==> src/rtl/mcfe_pkg.sv <==
// Shared constants and types for the MIT-mode command frame encoder.
// No dependencies; every other RTL file except mcfe_check refers to this package by scoped names.
package mcfe_pkg;

  localparam int NUM_CH = 5;   // position, velocity, stiffness, damping, torque
  localparam int IN_W   = 32;  // Q16.16 input value
  localparam int OFF_W  = 25;  // saturated value minus lower limit, largest span is 500.0
  localparam int TOP_W  = 16;
  localparam int N_W    = 21;  // scaled offset after the power-of-two part of the span
  localparam int M_W    = 20;  // reciprocal width
  localparam int D_W    = 7;   // odd part of the span
  localparam int Q_W    = 16;  // code width, widest lane
  localparam int RECIP_S = 22; // reciprocal scale 2^22, above the largest dividend
  localparam int FRAME_W = 64;

  typedef logic [OFF_W-1:0] off_t;
  typedef logic [N_W-1:0]   num_t;
  typedef logic [Q_W-1:0]   code_t;

  // span = 2^SHIFT * DIV for every lane
  localparam logic signed [IN_W-1:0] LO [NUM_CH] =
    '{-32'sd819200, -32'sd4259840, 32'sd0, 32'sd0, -32'sd1179648};
  localparam logic signed [IN_W-1:0] HI [NUM_CH] =
    '{32'sd819200, 32'sd4259840, 32'sd32768000, 32'sd327680, 32'sd1179648};
  localparam logic [TOP_W-1:0] TOP [NUM_CH] =
    '{16'hFFFF, 16'h0FFF, 16'h0FFF, 16'h0FFF, 16'h0FFF};
  localparam int SHIFT [NUM_CH] = '{16, 17, 18, 16, 18};
  localparam logic [D_W-1:0] DIV [NUM_CH] = '{7'd25, 7'd65, 7'd125, 7'd5, 7'd9};
  // floor(2^22 / DIV)
  localparam logic [M_W-1:0] RECIP [NUM_CH] =
    '{20'd167772, 20'd64527, 20'd33554, 20'd838860, 20'd466033};

endpackage

==> src/rtl/mcfe_clamp.sv <==
// Stage 1: saturates each Q16.16 value to its limits and takes the offset
// from the lower limit. Uses mcfe_pkg.
module mcfe_clamp (
  input  logic                                         clk,
  input  logic                                         rst,
  input  logic                                         in_valid,
  output logic                                         in_ready,
  input  logic [mcfe_pkg::NUM_CH*mcfe_pkg::IN_W-1:0]   in_data,
  output logic                                         out_valid,
  input  logic                                         out_ready,
  output mcfe_pkg::off_t [mcfe_pkg::NUM_CH-1:0]        off
);

  mcfe_pkg::off_t [mcfe_pkg::NUM_CH-1:0] off_next;

  for (genvar i = 0; i < mcfe_pkg::NUM_CH; i++) begin : g_lane
    logic signed [mcfe_pkg::IN_W-1:0] x;
    logic signed [mcfe_pkg::IN_W-1:0] c;
    logic signed [mcfe_pkg::IN_W:0]   diff;
    always_comb begin
      x = signed'(in_data[i*mcfe_pkg::IN_W +: mcfe_pkg::IN_W]);
      if (x < mcfe_pkg::LO[i]) begin
        c = mcfe_pkg::LO[i];
      end else if (x > mcfe_pkg::HI[i]) begin
        c = mcfe_pkg::HI[i];
      end else begin
        c = x;
      end
      diff = {c[mcfe_pkg::IN_W-1], c} -
             {mcfe_pkg::LO[i][mcfe_pkg::IN_W-1], mcfe_pkg::LO[i]};
      off_next[i] = diff[mcfe_pkg::OFF_W-1:0];
    end
  end

  assign in_ready = !out_valid || out_ready;

  always_ff @(posedge clk) begin
    if (rst) begin
      out_valid <= 1'b0;
    end else if (in_ready) begin
      out_valid <= in_valid;
    end
  end

  always_ff @(posedge clk) begin
    if (in_ready && in_valid) begin
      off <= off_next;
    end
  end

endmodule

==> src/rtl/mcfe_scale.sv <==
// Stage 2: multiplies each offset by the code's full scale and drops the
// power-of-two part of the span. Uses mcfe_pkg.
module mcfe_scale (
  input  logic                                  clk,
  input  logic                                  rst,
  input  logic                                  in_valid,
  output logic                                  in_ready,
  input  mcfe_pkg::off_t [mcfe_pkg::NUM_CH-1:0] off,
  output logic                                  out_valid,
  input  logic                                  out_ready,
  output mcfe_pkg::num_t [mcfe_pkg::NUM_CH-1:0] num
);

  localparam int P_W = mcfe_pkg::OFF_W + mcfe_pkg::TOP_W;

  mcfe_pkg::num_t [mcfe_pkg::NUM_CH-1:0] num_next;

  for (genvar i = 0; i < mcfe_pkg::NUM_CH; i++) begin : g_lane
    logic [P_W-1:0] prod;
    logic [P_W-1:0] sh;
    always_comb begin
      prod = P_W'(off[i]) * P_W'(mcfe_pkg::TOP[i]);
      sh   = prod >> mcfe_pkg::SHIFT[i];
      num_next[i] = sh[mcfe_pkg::N_W-1:0];
    end
  end

  assign in_ready = !out_valid || out_ready;

  always_ff @(posedge clk) begin
    if (rst) begin
      out_valid <= 1'b0;
    end else if (in_ready) begin
      out_valid <= in_valid;
    end
  end

  always_ff @(posedge clk) begin
    if (in_ready && in_valid) begin
      num <= num_next;
    end
  end

endmodule

==> src/rtl/mcfe_recip.sv <==
// Stage 3: estimates num / DIV by a reciprocal multiply; the estimate is
// exact or one low. Uses mcfe_pkg.
module mcfe_recip (
  input  logic                                   clk,
  input  logic                                   rst,
  input  logic                                   in_valid,
  output logic                                   in_ready,
  input  mcfe_pkg::num_t  [mcfe_pkg::NUM_CH-1:0] num,
  output logic                                   out_valid,
  input  logic                                   out_ready,
  output mcfe_pkg::num_t  [mcfe_pkg::NUM_CH-1:0] num_q,
  output mcfe_pkg::code_t [mcfe_pkg::NUM_CH-1:0] est
);

  localparam int R_W = mcfe_pkg::N_W + mcfe_pkg::M_W;

  mcfe_pkg::code_t [mcfe_pkg::NUM_CH-1:0] est_next;

  for (genvar i = 0; i < mcfe_pkg::NUM_CH; i++) begin : g_lane
    logic [R_W-1:0] prod;
    always_comb begin
      prod = R_W'(num[i]) * R_W'(mcfe_pkg::RECIP[i]);
      est_next[i] = prod[mcfe_pkg::RECIP_S +: mcfe_pkg::Q_W];
    end
  end

  assign in_ready = !out_valid || out_ready;

  always_ff @(posedge clk) begin
    if (rst) begin
      out_valid <= 1'b0;
    end else if (in_ready) begin
      out_valid <= in_valid;
    end
  end

  always_ff @(posedge clk) begin
    if (in_ready && in_valid) begin
      num_q <= num;
      est   <= est_next;
    end
  end

endmodule

==> src/rtl/mcfe_fix.sv <==
// Stage 4: corrects the quotient estimate by the remainder and packs the
// codes big-endian into the frame. Output register of the pipe. Uses mcfe_pkg.
module mcfe_fix (
  input  logic                                   clk,
  input  logic                                   rst,
  input  logic                                   in_valid,
  output logic                                   in_ready,
  input  mcfe_pkg::num_t  [mcfe_pkg::NUM_CH-1:0] num,
  input  mcfe_pkg::code_t [mcfe_pkg::NUM_CH-1:0] est,
  output logic                                   out_valid,
  input  logic                                   out_ready,
  output logic [mcfe_pkg::FRAME_W-1:0]           frame
);

  localparam int QD_W = mcfe_pkg::Q_W + mcfe_pkg::D_W;

  mcfe_pkg::code_t [mcfe_pkg::NUM_CH-1:0] code;
  logic [mcfe_pkg::FRAME_W-1:0]           frame_next;

  for (genvar i = 0; i < mcfe_pkg::NUM_CH; i++) begin : g_lane
    logic [QD_W-1:0] qd;
    logic [QD_W-1:0] rem;
    always_comb begin
      qd  = QD_W'(est[i]) * QD_W'(mcfe_pkg::DIV[i]);
      rem = QD_W'(num[i]) - qd;
      if (rem >= QD_W'(mcfe_pkg::DIV[i])) begin
        code[i] = est[i] + mcfe_pkg::Q_W'(1);
      end else begin
        code[i] = est[i];
      end
    end
  end

  // position takes 16 bits, the rest 12 each
  assign frame_next = {code[0], code[1][11:0], code[2][11:0], code[3][11:0], code[4][11:0]};

  assign in_ready = !out_valid || out_ready;

  always_ff @(posedge clk) begin
    if (rst) begin
      out_valid <= 1'b0;
    end else if (in_ready) begin
      out_valid <= in_valid;
    end
  end

  always_ff @(posedge clk) begin
    if (in_ready && in_valid) begin
      frame <= frame_next;
    end
  end

endmodule

==> src/rtl/mit_command_frame_encoder.sv <==
// Top level of the MIT-mode command frame encoder: four pipeline stages.
// Depends on mcfe_pkg, mcfe_clamp, mcfe_scale, mcfe_recip and mcfe_fix.
//
// One command beat in, one frame beat out. Each of the five Q16.16 values is
// saturated to its limit, then mapped to floor((c-min)*(2^bits-1)/(max-min))
// and the codes are packed big-endian, position code in bits 63..48. The pipe
// has four register stages (clamp, full-scale multiply, reciprocal multiply,
// remainder correction), and each command beat passes through them in that order.
// A new command is taken every cycle while the output is not stalled.
// A stalled output holds its frame; the stages ahead keep filling any bubbles
// and take new beats until all four stages are full.
module mit_command_frame_encoder (
  input  logic         clk,
  input  logic         rst,
  input  logic         s_axis_tvalid,
  output logic         s_axis_tready,
  // position, velocity, stiffness, damping, torque: 32 bits each from bit 0
  input  logic [159:0] s_axis_tdata,
  output logic         m_axis_tvalid,
  input  logic         m_axis_tready,
  // frame
  output logic [63:0]  m_axis_tdata
);

  logic v1, r1, v2, r2, v3, r3;

  mcfe_pkg::off_t  [mcfe_pkg::NUM_CH-1:0] off;
  mcfe_pkg::num_t  [mcfe_pkg::NUM_CH-1:0] num;
  mcfe_pkg::num_t  [mcfe_pkg::NUM_CH-1:0] num_q;
  mcfe_pkg::code_t [mcfe_pkg::NUM_CH-1:0] est;

  mcfe_clamp u_clamp (
    .clk       (clk),
    .rst       (rst),
    .in_valid  (s_axis_tvalid),
    .in_ready  (s_axis_tready),
    .in_data   (s_axis_tdata),
    .out_valid (v1),
    .out_ready (r1),
    .off       (off)
  );

  mcfe_scale u_scale (
    .clk       (clk),
    .rst       (rst),
    .in_valid  (v1),
    .in_ready  (r1),
    .off       (off),
    .out_valid (v2),
    .out_ready (r2),
    .num       (num)
  );

  mcfe_recip u_recip (
    .clk       (clk),
    .rst       (rst),
    .in_valid  (v2),
    .in_ready  (r2),
    .num       (num),
    .out_valid (v3),
    .out_ready (r3),
    .num_q     (num_q),
    .est       (est)
  );

  mcfe_fix u_fix (
    .clk       (clk),
    .rst       (rst),
    .in_valid  (v3),
    .in_ready  (r3),
    .num       (num_q),
    .est       (est),
    .out_valid (m_axis_tvalid),
    .out_ready (m_axis_tready),
    .frame     (m_axis_tdata)
  );

endmodule

==> config.mk <==
export PLATFORM = sky130hd
export DESIGN_NAME = mit_command_frame_encoder
export DESIGN_NICKNAME = d
export VERILOG_FILES = /design/src/rtl/mcfe_pkg.sv /design/src/rtl/mcfe_clamp.sv /design/src/rtl/mcfe_scale.sv /design/src/rtl/mcfe_recip.sv /design/src/rtl/mcfe_fix.sv /design/src/rtl/mit_command_frame_encoder.sv
export SDC_FILE = /design/constraint.sdc
export NUM_CORES = 2
export LEC_CHECK = 0
export BUFFER_PORTS_ARGS = -buffer_cell sky130_fd_sc_hd__buf_4
export CORE_ASPECT_RATIO = 1.4
export CORE_MARGIN = 8
export CORE_UTILIZATION = 57
export DETAILED_ROUTE_END_ITERATION = 8
export MAX_ROUTING_LAYER = met4
export PLACE_DENSITY = 0.85
export SYNTH_ARGS = -nofsm -noshare
export SYNTH_HDL_FRONTEND = slang
export SYNTH_SLANG_ARGS = --single-unit
==> constraint.sdc <==
create_clock -name clk -period 36.6 [get_ports clk]
set_clock_uncertainty 0.2 [all_clocks]
set_input_delay 7.32 -clock clk [delete_from_list [all_inputs] [get_ports clk]]
set_output_delay 7.32 -clock clk [all_outputs]
set_load 0.1 [all_outputs]
# == After elaboration in Yosys (flattened, before gate mapping) ==
# Cells that the tools add are included.
# totals
reg_bits,468
input_bits,164
output_inout_bits,66
word_cells,97
# classes
addsub,13
mul,15
n_lt_le_gt_ge,15
muxes,13
n_reduce_logical,14
# op_table
op,count
25-bit two-way mux,7
"25-bit by 12-bit multiplier with 37-bit output, second input constant",4
"32-bit by 1-bit < comparator with 1-bit output, second input constant",2
"12-bit by 1-bit adder with 12-bit output, second input constant",4
12-bit two-way mux,4
"23-bit by 7-bit greater-or-equal comparator with 1-bit output, second input constant",2
"19-bit by 19-bit multiplier with 38-bit output, second input constant",1
"25-bit by 16-bit multiplier with 37-bit output, second input constant",1
"20-bit by 16-bit multiplier with 36-bit output, second input constant",1
"21-bit by 16-bit multiplier with 36-bit output, second input constant",1
"21-bit by 18-bit multiplier with 36-bit output, second input constant",1
"19-bit by 15-bit multiplier with 34-bit output, second input constant",1
"32-bit by 20-bit > comparator with 1-bit output, second input constant",1
"32-bit by 21-bit > comparator with 1-bit output, second input constant",1
"32-bit by 22-bit > comparator with 1-bit output, second input constant",1
"32-bit by 24-bit > comparator with 1-bit output, second input constant",1
"32-bit by 26-bit > comparator with 1-bit output, second input constant",1
"32-bit by 21-bit < comparator with 1-bit output, second input constant",1
"32-bit by 22-bit < comparator with 1-bit output, second input constant",1
"32-bit by 24-bit < comparator with 1-bit output, second input constant",1
"25-bit by 21-bit subtractor with 25-bit output, second input constant",1
"25-bit by 22-bit subtractor with 25-bit output, second input constant",1
"25-bit by 24-bit subtractor with 25-bit output, second input constant",1
"23-bit by 3-bit greater-or-equal comparator with 1-bit output, second input constant",1
other kinds (19),29

# == Longest topological paths before layout ==
# logic_depth
depth_word,6
ltp_mapped,28
ltp_nobuf,26

# == Hierarchy ==
# A second synthesis with hierarchy kept.
# unflattened
hier_cells,7770
hier_area_um2,83483.8
# by_module_without_submodules
module,n_inst,cells_each,area_per_inst_um2,seq_area_each_um2
mcfe_scale,1,2913,31861.8,3022.9
mcfe_recip,1,2664,30638.1,5515.3
mcfe_fix,1,1792,15473.6,1941.9
mcfe_clamp,1,401,5510.3,3773.6

# == Worst setup path before layout ==
# OpenSTA, ideal clock, no wires.
# synth_timing
kind,input port to flip-flop
start,input m_axis_tready
end,register u_recip.est[0] in the netlist's numbering (enable)
setup_time_ns,0.978
t_arrival_ns,20.017
required_ns,35.422
path_slack_ns,15.405
cell_stages,2
n_path_buf,0
path_cell_list,nor2b_1 -> a21boi_0
# synth_between
elab_chain_len,3
# synth_lines
element,line_no,source
"start, declared",mit_command_frame_encoder.sv:20,"input logic m_axis_tready,"
1-bit logical OR,mcfe_fix.sv:37,assign in_ready = !out_valid || out_ready;
1-bit logical OR,mcfe_recip.sv:27,assign in_ready = !out_valid || out_ready;
1-bit logical AND,mcfe_recip.sv:38,if (in_ready && in_valid) begin
"end signal, assigned",mcfe_recip.sv:40,est <= est_next;
"end, declared",mcfe_recip.sv:12,output mcfe_pkg::code_t [mcfe_pkg::NUM_CH-1:0] est
# Every way passes these cells.
# A chain may end at the register's enable or synchronous reset.

# == Worst setup path in the final report ==
# layout_timing
start,input m_axis_tready
end,output s_axis_tready
# layout_between
elab_chain_len,4
# layout_lines
element,line_no,source
1-bit logical OR,mcfe_fix.sv:37,
1-bit logical OR,mcfe_recip.sv:27,
1-bit logical OR,mcfe_scale.sv:28,assign in_ready = !out_valid || out_ready;
1-bit logical OR,mcfe_clamp.sv:35,assign in_ready = !out_valid || out_ready;
"end, declared",mit_command_frame_encoder.sv:16,"output logic s_axis_tready,"
# Every way passes these cells.

==> impl_metrics.tcl <==
set metrics [dict create \
    fin_crit_sh 0.4406 \
    ios 230 \
    max_freq_mhz 62.02 \
    slew_headroom 0.2734 \
    synth_edf_count 464 \
    yosysTopAreaCell "fa_1" \
    synthFlopType "edfxtp_1" \
    hold_class "reg2reg" \
    synthTopCellsByCount "inv_1 (1989), fa_1 (1435), ha_1 (1278), edfxtp_1 (464), nor2_1 (244)" \
    htree_levels 2 \
    routed_via_density 5.473 \
    drive_gt1_frac 0.04882 \
    hold_depth 2 \
    ctsLongestPathBuffers 3 \
    setup-tns-final_ns 0 \
    drt_iter0_markers 2354 \
    report.final.slew_viol_count 0 \
    ctsResizeCount 0 \
    cts_tree "done" \
    cp-start-kind "primary input" \
    core-area_um2 138600 \
    min_period_ns 16.12 \
    cts_setup_buffers 0 \
    drv_cap 0 \
    synth_area_leaders "fa_1 (36%), ha_1 (20%), edfxtp_1 (18%)" \
    yosys_warnings 0 \
    fill_cells 10820 \
    layout.cells.non_filler 9365 \
    ys_seq_area_frac 0.1769 \
    r2r-start "u_recip.est[32]" \
    rr_endpoint "u_fix.frame[34]" \
    hold_buffers 0 \
    clkSlewWorstSetupHoldPaths_ns 0.06 \
    grt_pass1_vias 58450 \
    portBuffers 229 \
    reg2reg_slack_ns 28.52 \
    drt-total-wl_um 172900 \
    min_from "u_scale.out_valid" \
    synth_top_area_share 0.3627 \
    crit_type "in2out" \
    setup_viol 0 \
    grt_pass1_wl_um 286500 \
    num_rows 162 \
    netlist_area_um2 79190 \
    worstPathArrival_ns 8.60 \
    dieArea_um2 151300 \
    gp_congestion 0.9869 \
    antenna_found_initial 9 \
    globalRoute.totalOverflow 0 \
    syn2layout_area_growth_pct 7.347 \
    drc_errors 0 \
    endpoint_kind "output port" \
    outcome "completed" \
    finalHoldViolations 0 \
    ant_nets 0 \
    dp_slack_ns 20.47 \
    nets 10390 \
    vias 51260 \
    dp_hpwl_um 151500 \
    avgSynthCellArea_um2 10.93 \
    root_buffer "clkbuf_16" \
    fp.dieW_um 331.0 \
    clock_sinks 468 \
    synthArstFlopShare 0 \
    synth_most_common_cell "inv_1" \
    hold_end "u_recip.out_valid" \
    grt_max_degree 142 \
    rsz0062_at_grt "false" \
    rr_worst_depth 24 \
    netlist_instances 7246 \
    postPlaceCellArea_um2 83210 \
    dieHeight_um 457.0 \
    synth_cell_type_count 85 \
    clk-insertion-delay-late_ns 0.68 \
    path_max_fanout 5 \
    synth-seq-cells 468 \
    avgRoutedWirePerCell_um 18.46 \
    start_util 0.5712 \
    worst_slack_ns 20.48 \
    drt_first_pass_iters 8 \
    post-place-cells 9265 \
    cts_buffers 52 \
    worst_pin_slew_ns 1.090 \
    grt_usage 0.2424 \
    required_ns 29.08 \
    fin_area_um2 85010 \
]
[worst max-delay path by stage]
stage	start	end	cells past startpoint
after global placement	m_axis_tready	s_axis_tready	5
after global routing	m_axis_tready	s_axis_tready	5
after detailed placement	m_axis_tready	s_axis_tready	5
after CTS	m_axis_tready	s_axis_tready	5
final	m_axis_tready	s_axis_tready	5
after floorplan	m_axis_tready	u_recip.est[0]	2
[worst max-delay path: stages]
cell and delay, ns:
buf_4 0.11, nor2b_1 0.42, and3_1 0.39, nand2_1 0.11, buf_4 0.24
[through the flow]
stage	utilization	hold slack (ns)
after global placement	0.6002	0.2666
after global routing	0.6132	0.3438
after CTS	0.6131	0.3261
after detailed placement	0.6002	0.3096
after floorplan	-	0.2444
final	0.6132	0.3152
[registers in the layout (all words and copies together) (netlist names)]
signal             count
u_fix.out_valid        1
u_clamp.out_valid      1
u_recip.num_q        100
u_scale.num          100
u_fix.frame           64
u_clamp.off          125
u_recip.out_valid      1
u_scale.out_valid      1
u_recip.est           75
[logic make-up after synthesis]
kind of cell / Yosys count / share of synthesized area
AO/OA/AOI/OAI: 758 / 0.06335
XOR/XNOR: 294 / 0.03251
adder cells (fa/ha/maj): 2713 / 0.5647
buffers and inverters: 2020 / 0.09574
flip-flops: 468 / 0.1769
multiplexers: 26 / 0.003460
other: 1 / 0.00004735
AND/OR/NAND/NOR: 966 / 0.06328
[placed cells by master (no fill, tap or decap), types with 10 or more instances in the layout]
cell type / synthesis / routed
a21oi_1: 203 / 202
nand3b_1: 10 / 10
and3_1: 63 / 63
or2_2: 14 / 14
nand2b_1: 42 / 42
o21a_1: 64 / 64
buf_4: 0 / 236
and2_1: 68 / 68
o31ai_1: 13 / 13
a31oi_1: 28 / 28
edfxtp_1: 464 / 464
a211oi_1: 38 / 38
or4_1: 11 / 11
o211ai_1: 23 / 23
ha_1: 1278 / 1278
mux2i_1: 18 / 18
xor2_1: 91 / 91
a2111oi_0: 14 / 14
a211o_1: 10 / 10
or3_1: 21 / 21
xnor2_1: 203 / 203
o41ai_1: 11 / 10
nor4_1: 38 / 38
o21bai_1: 16 / 16
nand3_1: 63 / 63
o21ai_0: 135 / 135
fa_1: 1435 / 1435
nand2_1: 154 / 154
a21boi_0: 14 / 13
nor2b_1: 48 / 46
a21o_1: 91 / 91
conb_1: 1 / 10
nor3_1: 81 / 81
inv_1: 1989 / 1989
clkbuf_16: 0 / 53
nor2_1: 244 / 244
nand4_1: 62 / 62
[metal layers]
layer / GRT usage / wire length (um) / vias up
li1: - / - / 23790
met1: 0.2666 / 64980 / 25690
met2: 0.4453 / 92810 / 1311
met3: 0.02619 / 7084 / 464
met4: 0.09564 / 7978 / 0
met5: - / 0 / -
[cell type report]
class	count	area [um^2]	area share
clock buffer	57	1341	0.01578
antenna	2	5.005	0.00005887
clock inverter	41	452.9	0.005328
tap	1804	2257	0.02655
sequential	468	14010	0.1648
inverter	1989	7466	0.08782
multi-input combinational	4767	57690	0.6785
timing repair buffer	237	1792	0.02108
Power is left out: the tool's default activity adds up to more than one toggle a clock period on the data nets, which glitch-free logic cannot reach.
